$ cat src/tdu8_pkg.sv
// Package: shared types, constants and the bit-timer step function for the UART.
`default_nettype none
package tdu8_pkg;

  typedef logic [15:0] count_t;
  typedef logic [3:0]  bits_t;

  localparam count_t BIT_PERIOD_RESET = 16'd104;
  localparam bits_t  FRAME_BITS       = 4'd10;
  localparam bits_t  DATA_BITS        = 4'd8;
  localparam bits_t  RX_HALF_MARK     = 4'd9;

  typedef struct packed {
    logic   fire;
    count_t cnt;
  } tick_t;

  typedef struct packed {
    logic level;
    logic active;
  } tx_status_t;

  typedef struct packed {
    logic       valid;
    logic [7:0] hold;
  } rx_status_t;

  // Up-counter step: fires and wraps to zero when the count reaches the limit.
  function automatic tick_t tick_reached(input count_t cnt, input count_t limit);
    tick_t  t;
    count_t c;
    c = cnt + 16'd1;
    if ((c >= limit) || (c == 16'd0)) begin
      t.fire = 1'b1;
      t.cnt  = 16'd0;
    end else begin
      t.fire = 1'b0;
      t.cnt  = c;
    end
    return t;
  endfunction

endpackage
`default_nettype wire

$ cat src/tdu8_if.sv
// Interfaces: tick input channel and result channel, valid/ready handshake.
`default_nettype none
interface tdu8_in_if;
  logic       valid;
  logic       ready;
  logic       rx_line;
  logic       tx_start;
  logic [7:0] tx_byte;

  modport source (output valid, output rx_line, output tx_start, output tx_byte, input ready);
  modport sink   (input valid, input rx_line, input tx_start, input tx_byte, output ready);
endinterface

interface tdu8_out_if;
  logic       valid;
  logic       ready;
  logic       tx_line;
  logic       tx_busy;
  logic       rx_valid;
  logic [7:0] rx_byte;

  modport source (output valid, output tx_line, output tx_busy, output rx_valid,
                  output rx_byte, input ready);
  modport sink   (input valid, input tx_line, input tx_busy, input rx_valid,
                  input rx_byte, output ready);
endinterface
`default_nettype wire

$ cat src/tdu8_tx.sv
// Transmitter: idle lead, start bit, eight data bits LSB first, stop bit.
`default_nettype none
module tdu8_tx (
  input  wire logic              clk,
  input  wire logic              rst_n,
  input  wire logic              step,
  input  wire logic              tx_start,
  input  wire logic [7:0]        tx_byte,
  input  wire tdu8_pkg::count_t  bit_period,
  output tdu8_pkg::tx_status_t   status_nxt
);

  logic [9:0]        frame_r, frame_nxt;
  tdu8_pkg::bits_t   bits_r, bits_nxt;
  tdu8_pkg::count_t  cnt_r, cnt_nxt;
  logic              active_r, active_nxt;
  logic              level_r, level_nxt;
  tdu8_pkg::tick_t   tick;

  always_comb begin
    frame_nxt  = frame_r;
    bits_nxt   = bits_r;
    cnt_nxt    = cnt_r;
    active_nxt = active_r;
    level_nxt  = level_r;
    tick       = tdu8_pkg::tick_reached(cnt_r, bit_period);
    if (active_r) begin
      cnt_nxt = tick.cnt;
      if (tick.fire) begin
        if (bits_r == 4'd0) begin
          active_nxt = 1'b0;
          level_nxt  = 1'b1;
        end else begin
          level_nxt = frame_r[0];
          frame_nxt = {1'b0, frame_r[9:1]};
          bits_nxt  = bits_r - 4'd1;
        end
      end
    end else if (tx_start) begin
      frame_nxt  = {1'b1, tx_byte, 1'b0};
      bits_nxt   = tdu8_pkg::FRAME_BITS;
      cnt_nxt    = 16'd0;
      active_nxt = 1'b1;
      level_nxt  = 1'b1;
    end
  end

  always_ff @(posedge clk) begin
    if (!rst_n) begin
      frame_r  <= 10'd0;
      bits_r   <= 4'd0;
      cnt_r    <= 16'd0;
      active_r <= 1'b0;
      level_r  <= 1'b1;
    end else if (step) begin
      frame_r  <= frame_nxt;
      bits_r   <= bits_nxt;
      cnt_r    <= cnt_nxt;
      active_r <= active_nxt;
      level_r  <= level_nxt;
    end
  end

  assign status_nxt.level  = level_nxt;
  assign status_nxt.active = active_nxt;

endmodule
`default_nettype wire

$ cat src/tdu8_rx.sv
// Receiver: falling-edge start detect, mid-bit sampling of eight data bits.
`default_nettype none
module tdu8_rx (
  input  wire logic              clk,
  input  wire logic              rst_n,
  input  wire logic              step,
  input  wire logic              rx_line,
  input  wire tdu8_pkg::count_t  bit_period,
  output tdu8_pkg::rx_status_t   status_nxt
);

  logic [7:0]        shift_r, shift_nxt;
  tdu8_pkg::bits_t   bits_r, bits_nxt, bits_dec;
  tdu8_pkg::count_t  cnt_r, cnt_nxt;
  logic              active_r, active_nxt;
  logic              prev_r;
  logic [7:0]        hold_r, hold_nxt;
  logic              valid;
  tdu8_pkg::tick_t   half_tick, full_tick;

  always_comb begin
    shift_nxt  = shift_r;
    bits_nxt   = bits_r;
    cnt_nxt    = cnt_r;
    active_nxt = active_r;
    hold_nxt   = hold_r;
    valid      = 1'b0;
    bits_dec   = bits_r - 4'd1;
    half_tick  = tdu8_pkg::tick_reached(cnt_r, {1'b0, bit_period[15:1]});
    full_tick  = tdu8_pkg::tick_reached(cnt_r, bit_period);
    if (active_r) begin
      if (bits_r > tdu8_pkg::DATA_BITS) begin
        cnt_nxt = half_tick.cnt;
        if (half_tick.fire) begin
          bits_nxt = tdu8_pkg::DATA_BITS;
        end
      end else begin
        cnt_nxt = full_tick.cnt;
        if (full_tick.fire) begin
          shift_nxt = {rx_line, shift_r[7:1]};
          if (bits_dec == 4'd0) begin
            hold_nxt   = shift_nxt;
            valid      = 1'b1;
            bits_nxt   = tdu8_pkg::DATA_BITS;
            active_nxt = 1'b0;
          end else begin
            bits_nxt = bits_dec;
          end
        end
      end
    end else if (prev_r && !rx_line) begin
      active_nxt = 1'b1;
      cnt_nxt    = 16'd0;
      bits_nxt   = tdu8_pkg::RX_HALF_MARK;
    end
  end

  always_ff @(posedge clk) begin
    if (!rst_n) begin
      shift_r  <= 8'd0;
      bits_r   <= tdu8_pkg::DATA_BITS;
      cnt_r    <= 16'd0;
      active_r <= 1'b0;
      prev_r   <= 1'b1;
      hold_r   <= 8'd0;
    end else if (step) begin
      shift_r  <= shift_nxt;
      bits_r   <= bits_nxt;
      cnt_r    <= cnt_nxt;
      active_r <= active_nxt;
      prev_r   <= rx_line;
      hold_r   <= hold_nxt;
    end
  end

  assign status_nxt.valid = valid;
  assign status_nxt.hold  = hold_nxt;

endmodule
`default_nettype wire

$ cat src/timer_driven_uart_8n1.sv
// Top level: tick-driven 8N1 UART transceiver with a registered result channel.
`default_nettype none
// Every input transaction is one timer tick: the sampled receive level plus an
// optional transmit request. Each accepted tick produces exactly one result
// transaction (transmit pin level, busy flag, receive strobe and the last
// received byte), presented in the cycle after acceptance from a single output
// register. A new tick is taken every cycle while that register is empty or
// being drained, so the sustained rate is one tick per clock; a stall on the
// result side holds the input off. The user writes bit_period (reset 104) via
// cfg_we/cfg_wdata only while no tick is in flight; the block does not check.
module timer_driven_uart_8n1 (
  input  wire logic        clk,
  input  wire logic        rst_n,
  tdu8_in_if.sink          in_ch,
  tdu8_out_if.source       out_ch,
  input  wire logic        cfg_we,
  input  wire logic [15:0] cfg_wdata
);

  tdu8_pkg::count_t     bit_period_r;
  logic                 out_valid_r;
  logic                 tx_line_r;
  logic                 tx_busy_r;
  logic                 rx_valid_r;
  logic [7:0]           rx_byte_r;
  logic                 step;
  tdu8_pkg::tx_status_t tx_stat;
  tdu8_pkg::rx_status_t rx_stat;

  assign in_ch.ready = !out_valid_r || out_ch.ready;
  assign step        = in_ch.valid && in_ch.ready;

  always_ff @(posedge clk) begin
    if (!rst_n) begin
      bit_period_r <= tdu8_pkg::BIT_PERIOD_RESET;
    end else if (cfg_we) begin
      bit_period_r <= cfg_wdata;
    end
  end

  tdu8_tx u_tx (
    .clk        (clk),
    .rst_n      (rst_n),
    .step       (step),
    .tx_start   (in_ch.tx_start),
    .tx_byte    (in_ch.tx_byte),
    .bit_period (bit_period_r),
    .status_nxt (tx_stat)
  );

  tdu8_rx u_rx (
    .clk        (clk),
    .rst_n      (rst_n),
    .step       (step),
    .rx_line    (in_ch.rx_line),
    .bit_period (bit_period_r),
    .status_nxt (rx_stat)
  );

  always_ff @(posedge clk) begin
    if (!rst_n) begin
      out_valid_r <= 1'b0;
    end else if (step) begin
      out_valid_r <= 1'b1;
    end else if (out_ch.ready) begin
      out_valid_r <= 1'b0;
    end
  end

  always_ff @(posedge clk) begin
    if (step) begin
      tx_line_r  <= tx_stat.level;
      tx_busy_r  <= tx_stat.active;
      rx_valid_r <= rx_stat.valid;
      rx_byte_r  <= rx_stat.hold;
    end
  end

  assign out_ch.valid    = out_valid_r;
  assign out_ch.tx_line  = tx_line_r;
  assign out_ch.tx_busy  = tx_busy_r;
  assign out_ch.rx_valid = rx_valid_r;
  assign out_ch.rx_byte  = rx_byte_r;

endmodule
`default_nettype wire

$ cat src/flat_wrapper.sv
// flat-port wrapper written by rule: the top's interface ports become plain ports
module timer_driven_uart_8n1_flat 
  (clk, rst_n, cfg_we, cfg_wdata, in_ch_valid, in_ch_rx_line, in_ch_tx_start, in_ch_tx_byte, in_ch_ready, out_ch_valid, out_ch_tx_line, out_ch_tx_busy, out_ch_rx_valid, out_ch_rx_byte, out_ch_ready);
  tdu8_in_if in_ch_i ();
  tdu8_out_if out_ch_i ();
  input  wire logic clk;
  input  wire logic rst_n;
  input  wire logic cfg_we;
  input  wire logic [15:0] cfg_wdata;
  input wire logic [$bits(in_ch_i.valid)-1:0] in_ch_valid;
  input wire logic [$bits(in_ch_i.rx_line)-1:0] in_ch_rx_line;
  input wire logic [$bits(in_ch_i.tx_start)-1:0] in_ch_tx_start;
  input wire logic [$bits(in_ch_i.tx_byte)-1:0] in_ch_tx_byte;
  output wire logic [$bits(in_ch_i.ready)-1:0] in_ch_ready;
  output wire logic [$bits(out_ch_i.valid)-1:0] out_ch_valid;
  output wire logic [$bits(out_ch_i.tx_line)-1:0] out_ch_tx_line;
  output wire logic [$bits(out_ch_i.tx_busy)-1:0] out_ch_tx_busy;
  output wire logic [$bits(out_ch_i.rx_valid)-1:0] out_ch_rx_valid;
  output wire logic [$bits(out_ch_i.rx_byte)-1:0] out_ch_rx_byte;
  input wire logic [$bits(out_ch_i.ready)-1:0] out_ch_ready;
  assign in_ch_i.valid = in_ch_valid;
  assign in_ch_i.rx_line = in_ch_rx_line;
  assign in_ch_i.tx_start = in_ch_tx_start;
  assign in_ch_i.tx_byte = in_ch_tx_byte;
  assign in_ch_ready = in_ch_i.ready;
  assign out_ch_valid = out_ch_i.valid;
  assign out_ch_tx_line = out_ch_i.tx_line;
  assign out_ch_tx_busy = out_ch_i.tx_busy;
  assign out_ch_rx_valid = out_ch_i.rx_valid;
  assign out_ch_rx_byte = out_ch_i.rx_byte;
  assign out_ch_i.ready = out_ch_ready;
  timer_driven_uart_8n1 u_core (.clk(clk), .rst_n(rst_n), .in_ch(in_ch_i), .out_ch(out_ch_i), .cfg_we(cfg_we), .cfg_wdata(cfg_wdata));
endmodule
$ cat config.mk
export PLATFORM = sky130hd
export DESIGN_NAME = timer_driven_uart_8n1_flat
export DESIGN_NICKNAME = d
export VERILOG_FILES = /design/src/tdu8_pkg.sv /design/src/tdu8_if.sv /design/src/tdu8_tx.sv /design/src/tdu8_rx.sv /design/src/timer_driven_uart_8n1.sv /design/src/flat_wrapper.sv
export SDC_FILE = /design/constraint.sdc
export NUM_CORES = 1
export LEC_CHECK = 0
export BUFFER_PORTS_ARGS = -buffer_cell sky130_fd_sc_hd__buf_2
export CORE_ASPECT_RATIO = 1.75
export CORE_MARGIN = 5
export CORE_UTILIZATION = 30
export CTS_BUF_LIST = sky130_fd_sc_hd__clkbuf_4
export DETAILED_ROUTE_END_ITERATION = 10
export REMOVE_ABC_BUFFERS = 1
export SLEW_MARGIN = 20
export SYNTH_ARGS = -nofsm -noshare
export SYNTH_HDL_FRONTEND = slang
export SYNTH_SLANG_ARGS = --single-unit
export TNS_END_PERCENT = 5
$ cat constraint.sdc
create_clock -name clk -period 4.2 [get_ports clk]
set_clock_uncertainty 0.05 [all_clocks]
set_input_delay 0.84 -clock clk [delete_from_list [all_inputs] [get_ports clk]]
set_output_delay 0.84 -clock clk [all_outputs]
set_load 0.05 [all_outputs]
==> flow_metrics.env, run 1 <==
export IMPL_outcome="complete, no violations"
export IMPL_setup_viol=0
export IMPL_rsz0062_at_grt="false"
export IMPL_synth_seq_cells=97
export IMPL_cts_root_buf="clkbuf_4"
export IMPL_dieArea_sq_mm=0.0232
export IMPL_syn_cell_area_sq_mm=0.00604
export IMPL_routabilityCongestion=0.842
export IMPL_wl_per_cell_um=15.5
export IMPL_place_hpwl_mm=11.7
export IMPL_placed_area_sq_mm=0.00652
export IMPL_die_x_um=117
export IMPL_wirelength_mm=15.2
export IMPL_antenna_found_initial=1
export IMPL_cts_max_path_buffers=2
export IMPL_area_growth_pct=10.6
export IMPL_grt_ovfl_total=0
export IMPL_crit_path_cell_trace="nand4_1 -> or3_1 -> xnor2_1 -> ha_1 -> a21oi_1 -> o21ai_0 -> a211oi_1 -> o21ai_0 -> or2_2 -> a21o_1 -> or4_1 -> a31oi_1"
export IMPL_slew_headroom_pct=43.0
export IMPL_avgSynthCellArea_sq_um=8.59
export IMPL_placedCellCount=966
export IMPL_synth_edff_count=11
export IMPL_holdWs_ns=0.420
export IMPL_path_class="reg -> reg"
export IMPL_final_nets=820
export IMPL_ys_warn_count=0
export IMPL_reg2reg_from="u_core.u_rx.cnt_r[3]$_SDFFE_PN0P_"
export IMPL_grt_pass1_vias=4927
export IMPL_hold_path_class="reg -> reg"
export IMPL_grt_max_degree=34
export IMPL_cp_data_arrival_time_ns=4.32
export IMPL_coreArea_sq_mm=0.0198
export IMPL_numCtsBuffers=9
export IMPL_min_period_ns=3.93
export IMPL_htreeDepth=3
export IMPL_ir_drop_mv=0.134
export IMPL_clkSlewWorstSetupHoldPaths_ns=0.18
export IMPL_max_stage_delay_ns=0.50
export IMPL_worst_ep_required_time_ns=4.60
export IMPL_final_area_sq_mm=0.00668
export IMPL_synth_seq_area_share_pct=34.0
export IMPL_min_from="u_core.u_rx.hold_r[5]$_SDFFE_PN0P_"
export IMPL_synth_ff_type="dfxtp_1"
export IMPL_vias_per_cell=5.26
export IMPL_ys_async_sr_fraction_pct=0
export IMPL_worst_path_max_fanout=6
export IMPL_endpoint_kind="register"
export IMPL_rows=68
export IMPL_initial_utilization_pct=30.5
export IMPL_drt_iter0_drc=238
export IMPL_cts_tree="done"
export IMPL_die_y_um=198
export IMPL_cts_sinks=97
export IMPL_r2r_slack_ns=0.27
export IMPL_critPathLaunchType="register"
export IMPL_fin_cells=984
export IMPL_post_route_period_util_pct=93.5
export IMPL_finalHoldViolations=0
export IMPL_drv_cap=0
export IMPL_setup_tns_ns=0
export IMPL_cpMostUsedCell="o21ai_0"
export IMPL_dr_pass1_iters=4
export IMPL_synth_cells=703
export IMPL_drc=0
export IMPL_power_density_mw_per_mm2=263
export IMPL_leakage_uw=0.00262
export IMPL_tightest_slew_ns=0.854
export IMPL_synth_cell_type_count=65
export IMPL_slew_viol_final=0
export IMPL_cp_buffers_inverters=0
export IMPL_num_vias=5171
export IMPL_grt_pass1_wl_mm=24.9
export IMPL_final_layout_size_suffix_gt1_share_pct=15.6
export IMPL_crit_start="u_core.u_rx.cnt_r[3]$_SDFFE_PN0P_"
export IMPL_ios=44
export IMPL_io_buffers=43
export IMPL_grt_usage_pct=13.5
export IMPL_cpMaxStageDelayCell="or3_1"
export IMPL_ant_nets=0
export IMPL_hold_buffers=0
export IMPL_max_freq_mhz=255
export IMPL_clock_latency_ns=0.51
export IMPL_path_delay_family="simple AND/OR/NAND/NOR gates"
-- worst paths after layout --
path | end | cells after the start
min | u_core.u_rx.hold_r[5]$_SDFFE_PN0P_ | 2
min reg2reg | u_core.u_rx.hold_r[5]$_SDFFE_PN0P_ | 2
max reg2reg | u_core.u_rx.cnt_r[10]$_SDFFE_PN0P_ | 12
max | u_core.u_rx.cnt_r[10]$_SDFFE_PN0P_ | 12
-- cell usage after synthesis (16+ instances only) --
master | instances | area, sq um
clkbuf_1 | 26 | 97.6
a21oi_1 | 43 | 215
mux2i_1 | 36 | 360
ha_1 | 56 | 701
o21ai_0 | 25 | 125
a211oi_1 | 16 | 120
xnor2_1 | 24 | 210
nand3_1 | 44 | 220
nand2_1 | 73 | 274
nor2_1 | 51 | 191
dfxtp_1 | 86 | 1720
inv_1 | 23 | 86.3
buf_2 | 16 | 80.1
-- flip-flops by register name (all words and copies together), names as in the netlist, 4 cells and up --
signal,flops
u_core.bit_period_r,16
u_core.out_ch.rx_byte,8
u_core.u_rx.bits_r,4
u_core.u_rx.cnt_r,16
u_core.u_rx.hold_r,8
u_core.u_rx.shift_r,7
u_core.u_tx.bits_r,4
u_core.u_tx.cnt_r,16
u_core.u_tx.frame_r,10
-- where the power goes --
part | switching [uW] | total, uW | internal [uW]
clock | 387 | 532 | 144
combinational | 153 | 235 | 82.5
sequential | 23.1 | 989 | 966
-- what timing repair did --
item / in CTS / in global routing
endpoints found under the setup margin: 0 / 15
resized for setup: 0 / 4
buffers inserted: 0 / 1
-- cell type report --
| cell class | instances | area [sq um] |
|---|---|---|
| Fill cell | 2102 | 13100 |
| Timing Repair Buffer | 65 | 380 |
| Clock inverter | 7 | 76.3 |
| Inverter | 25 | 93.8 |
| Clock buffer | 9 | 67.6 |
| Multi-Input combinational cell | 535 | 3690 |
| Antenna cell | 1 | 2.50 |
| Tap cell | 245 | 307 |
| Sequential cell | 97 | 2060 |
-- worst min-delay path, delay by kind of cell (launching register included) --
| family | cells | cell delay, ns |
|---|---|---|
| flip-flops | 1 | 0.35 |
| multiplexers | 1 | 0.05 |
| AND/OR/NAND/NOR | 1 | 0.05 |
-- routing by layer --
layer	part of all wire [%]	global-route usage, %	up-vias
met5	0	0	-
met1	38	14.7	2456
met4	3.5	6.76	0
met2	56	25.0	72
li1	-	-	2609
met3	1.8	1.71	34
-- cells by family (layout without fill, tap and decap cells) --
logic type	count (synthesis)	in the layout	share of synthesized area, %
other cells	0	1	0
xor+xnor	36	36	5.22
flops	97	97	34.0
simple gates	257	257	21.2
mux	45	45	7.64
fa+ha+maj	56	56	11.6
compound gates	141	141	15.5
buf+inv	71	106	4.87
-- cells in the final DEF, fill, tap and decap left out, types with 8 or more instances in the layout --
| master | synthesis | routed |
|---|---|---|
| xor2_1 | 12 | 12 |
| ha_1 | 56 | 56 |
| inv_1 | 23 | 23 |
| mux2i_1 | 36 | 36 |
| mux2_2 | 9 | 9 |
| nand2_1 | 73 | 73 |
| buf_2 | 16 | 43 |
| nor3_1 | 13 | 13 |
| nand4_1 | 13 | 13 |
| xnor2_1 | 24 | 24 |
| nand3_1 | 44 | 44 |
| clkbuf_4 | 0 | 9 |
| nor4_1 | 13 | 13 |
| a211oi_1 | 16 | 16 |
| edfxtp_1 | 11 | 11 |
| dfxtp_1 | 86 | 83 |
| a31oi_1 | 11 | 11 |
| or4_1 | 8 | 8 |
| a21oi_1 | 43 | 43 |
| nor2_1 | 51 | 51 |
| o21ai_0 | 25 | 25 |
| buf_4 | 0 | 22 |
-- metrics by stage --
stage | utilization, % | power [uW] | setup slack (ns)
2_1_floorplan | - | 1160 | 0.0380
3_3_place_gp | 32.9 | 1240 | 0.308
3_5_place_dp | 32.9 | 1250 | 0.185
4_1_cts | 33.6 | 1780 | 0.152
5_1_grt | 33.7 | 1840 | 0.00444
6_report | 33.7 | 1760 | 0.274
Note: power is estimated with default switching activity, not from simulation.
==> run 2: changes to the inputs <==
--- a/config.mk
+++ b/config.mk
@@ -11,6 +11,7 @@
 export CORE_UTILIZATION = 30
 export CTS_BUF_LIST = sky130_fd_sc_hd__clkbuf_4
 export DETAILED_ROUTE_END_ITERATION = 10
+export PLACE_DENSITY = 0.44
 export REMOVE_ABC_BUFFERS = 1
 export SLEW_MARGIN = 20
 export SYNTH_ARGS = -nofsm -noshare
==> run 2 against run 1 <==
Sequential cell count unchanged. Via count is 1.8% higher. First-iteration DRC count up 0.42%. Setup slack got worse by 0.032 ns. Largest power group unchanged. Highest routed layer unchanged.
==> flow_metrics.env, run 2 (synthesized netlist as in run 1, its figures left out) <==
export IMPL_outcome="complete, no violations"
export IMPL_antenna_found_initial=1
export IMPL_cts_max_path_buffers=2
export IMPL_cts_sinks=97
export IMPL_pwr_share_comb_pct=13.9
export IMPL_finalHoldViolations=0
export IMPL_drc=0
export IMPL_rows=68
export IMPL_min_period_ns=3.96
export IMPL_ios=44
export IMPL_final_nets=827
export IMPL_worst_path_max_fanout=8
export IMPL_wl_per_cell_um=17.1
export IMPL_rsz0062_at_grt="false"
export IMPL_clockPowerShare_pct=31.7
export IMPL_drv_cap=0
export IMPL_setup_viol=0
export IMPL_hold_path_class="reg -> reg"
export IMPL_power_share_sequential_pct=54.3
export IMPL_nFillCells=2108
export IMPL_ir_drop_mv=0.200
export IMPL_numCtsBuffers=9
export IMPL_switching_share_pct=31.1
export IMPL_leakage_uw=0.00266
export IMPL_hold_buffers=0
export IMPL_routabilityCongestion=0.860
export IMPL_clkSlewWorstSetupHoldPaths_ns=0.16
export IMPL_clock_latency_ns=0.53
export IMPL_setup_tns_ns=0
export IMPL_tightest_slew_ns=0.756
export IMPL_cts_tree="done"
export IMPL_cpMostUsedCell="o21ai_0"
export IMPL_max_freq_mhz=253
export IMPL_num_vias=5262
export IMPL_globalRouteMet2Util_pct=27.9
export IMPL_grt_most_used_layer="met2"
export IMPL_drt_iter0_drc=239
export IMPL_post_route_period_util_pct=94.2
export IMPL_die_x_um=117
export IMPL_dieArea_sq_mm=0.0232
export IMPL_slew_viol_final=0
export IMPL_slew_headroom_pct=49.5
export IMPL_grt_max_degree=38
export IMPL_critPathLaunchType="register"
export IMPL_wirelength_mm=16.9
export IMPL_met1_usage_pct=16.0
export IMPL_worst_ep_required_time_ns=4.60
export IMPL_grt_pass1_vias=5274
export IMPL_htreeDepth=3
export IMPL_crit_path_cell_trace="nand4_1 -> buf_4 -> nor4_1 -> xor2_1 -> ha_1 -> a21oi_1 -> o21ai_0 -> a211oi_1 -> o21ai_0 -> or2_2 -> a21o_1 -> or4_1 -> a31oi_1"
export IMPL_power_switching_uw=563
export IMPL_initial_utilization_pct=30.5
export IMPL_endpoint_kind="register"
export IMPL_final_common_cell="dfxtp_1"
export IMPL_placedCellCount=972
export IMPL_holdWs_ns=0.420
export IMPL_max_stage_delay_ns=0.48
export IMPL_met3_usage_pct=3.21
export IMPL_cp_data_arrival_time_ns=4.35
export IMPL_mostFrequentLayoutCells="dfxtp_1 (79), nand2_1 (73), ha_1 (56)"
export IMPL_dr_pass1_iters=5
export IMPL_final_layout_size_suffix_gt1_share_pct=16.8
export IMPL_place_hpwl_mm=12.9
export IMPL_io_buffers=43
export IMPL_power_density_mw_per_mm2=268
export IMPL_grt_usage_pct=15.1
export IMPL_area_growth_pct=11.8
export IMPL_ant_nets=0
export IMPL_die_y_um=198
export IMPL_vias_per_cell=5.31
export IMPL_internal_power_uw=1250
export IMPL_grt_ovfl_total=0
export IMPL_path_class="reg -> reg"
export IMPL_reg_top3="u_core.bit_period_r: 16 flops, u_core.u_rx.cnt_r: 16 flops, u_core.u_tx.cnt_r: 16 flops"
export IMPL_coreArea_sq_mm=0.0198
export IMPL_fin_cells=991
export IMPL_cpMaxStageDelayCell="or4_1"
export IMPL_cts_root_buf="clkbuf_4"
export IMPL_grt_pass1_wl_mm=27.3
[run 2: area by class of cell]
class / instances / area, sq um / share of cell area [%]
multi-input combinational: 535 / 3700 / 54.8
sequential: 97 / 2060 / 30.6
timing repair buffer: 72 / 433 / 6.41
tap: 245 / 307 / 4.54
inverter: 25 / 93.8 / 1.39
clock inverter: 7 / 82.6 / 1.22
clock buffer: 9 / 67.6 / 1.00
antenna: 1 / 2.50 / 0.0371
[run 2: critical path, delay by kind of cell (launching register included)]
kind	cells	cell delay, ns
flip-flops	1	0.45
adder cells (fa/ha/maj)	1	0.30
XOR/XNOR	1	0.27
AND/OR/NAND/NOR	4	1.46
AO/OA/AOI/OAI	6	1.14
buffers and inverters	1	0.22
[run 2: power groups by stage]
stage | combinational [uW] | clock (uW) | sequential, uW
4_1_cts | 257 | 596 | 984
5_1_grt | 282 | 635 | 987
3_5_place_dp | 255 | 0 | 1000
6_report | 252 | 574 | 983
2_1_floorplan | 137 | 0 | 1020
3_3_place_gp | 250 | 0 | 1000
[run 2: repair_timing]
action                     in CTS  in global routing
pin swaps                       1                  1
hold endpoints to repair        0                  0
setup endpoints to repair       6                 27
buffers inserted                1                  1
gates resized for setup         1                 10
[run 2: path summary, 6_finish.rpt]
kind                                                          from                                  to  slack (ns)  depth (start not counted)
worst max-delay path             u_core.u_rx.cnt_r[6]$_SDFFE_PN0P_   u_core.u_rx.cnt_r[6]$_SDFFE_PN0P_        0.24                         13
worst min register to register  u_core.u_rx.hold_r[0]$_SDFFE_PN0P_  u_core.u_rx.hold_r[0]$_SDFFE_PN0P_        0.42                          2
worst max register to register   u_core.u_rx.cnt_r[6]$_SDFFE_PN0P_   u_core.u_rx.cnt_r[6]$_SDFFE_PN0P_        0.24                         13
worst min-delay path            u_core.u_rx.hold_r[0]$_SDFFE_PN0P_  u_core.u_rx.hold_r[0]$_SDFFE_PN0P_        0.42                          2
[run 2: through the flow]
step | util, % | cell area (sq um) | worst slack [ns] | power, uW
3_5_place_dp | 33.1 | 6560 | 0.0167 | 1260
6_report | 34.1 | 6750 | 0.242 | 1810
3_3_place_gp | 33.1 | 6560 | 0.143 | 1250
2_1_floorplan | - | 5840 | 0.0380 | 1160
5_1_grt | 34.1 | 6750 | 0.00289 | 1900
4_1_cts | 33.9 | 6720 | 0.0673 | 1840
[run 2: layer usage]
layer / share of wire (%) / up-vias / routed length [um]
met5: 0 / - / 0
li1: - / 2619 / -
met1: 39 / 2496 / 6540
met2: 54 / 109 / 9160
met4: 3.5 / 0 / 590
met3: 3.7 / 38 / 632
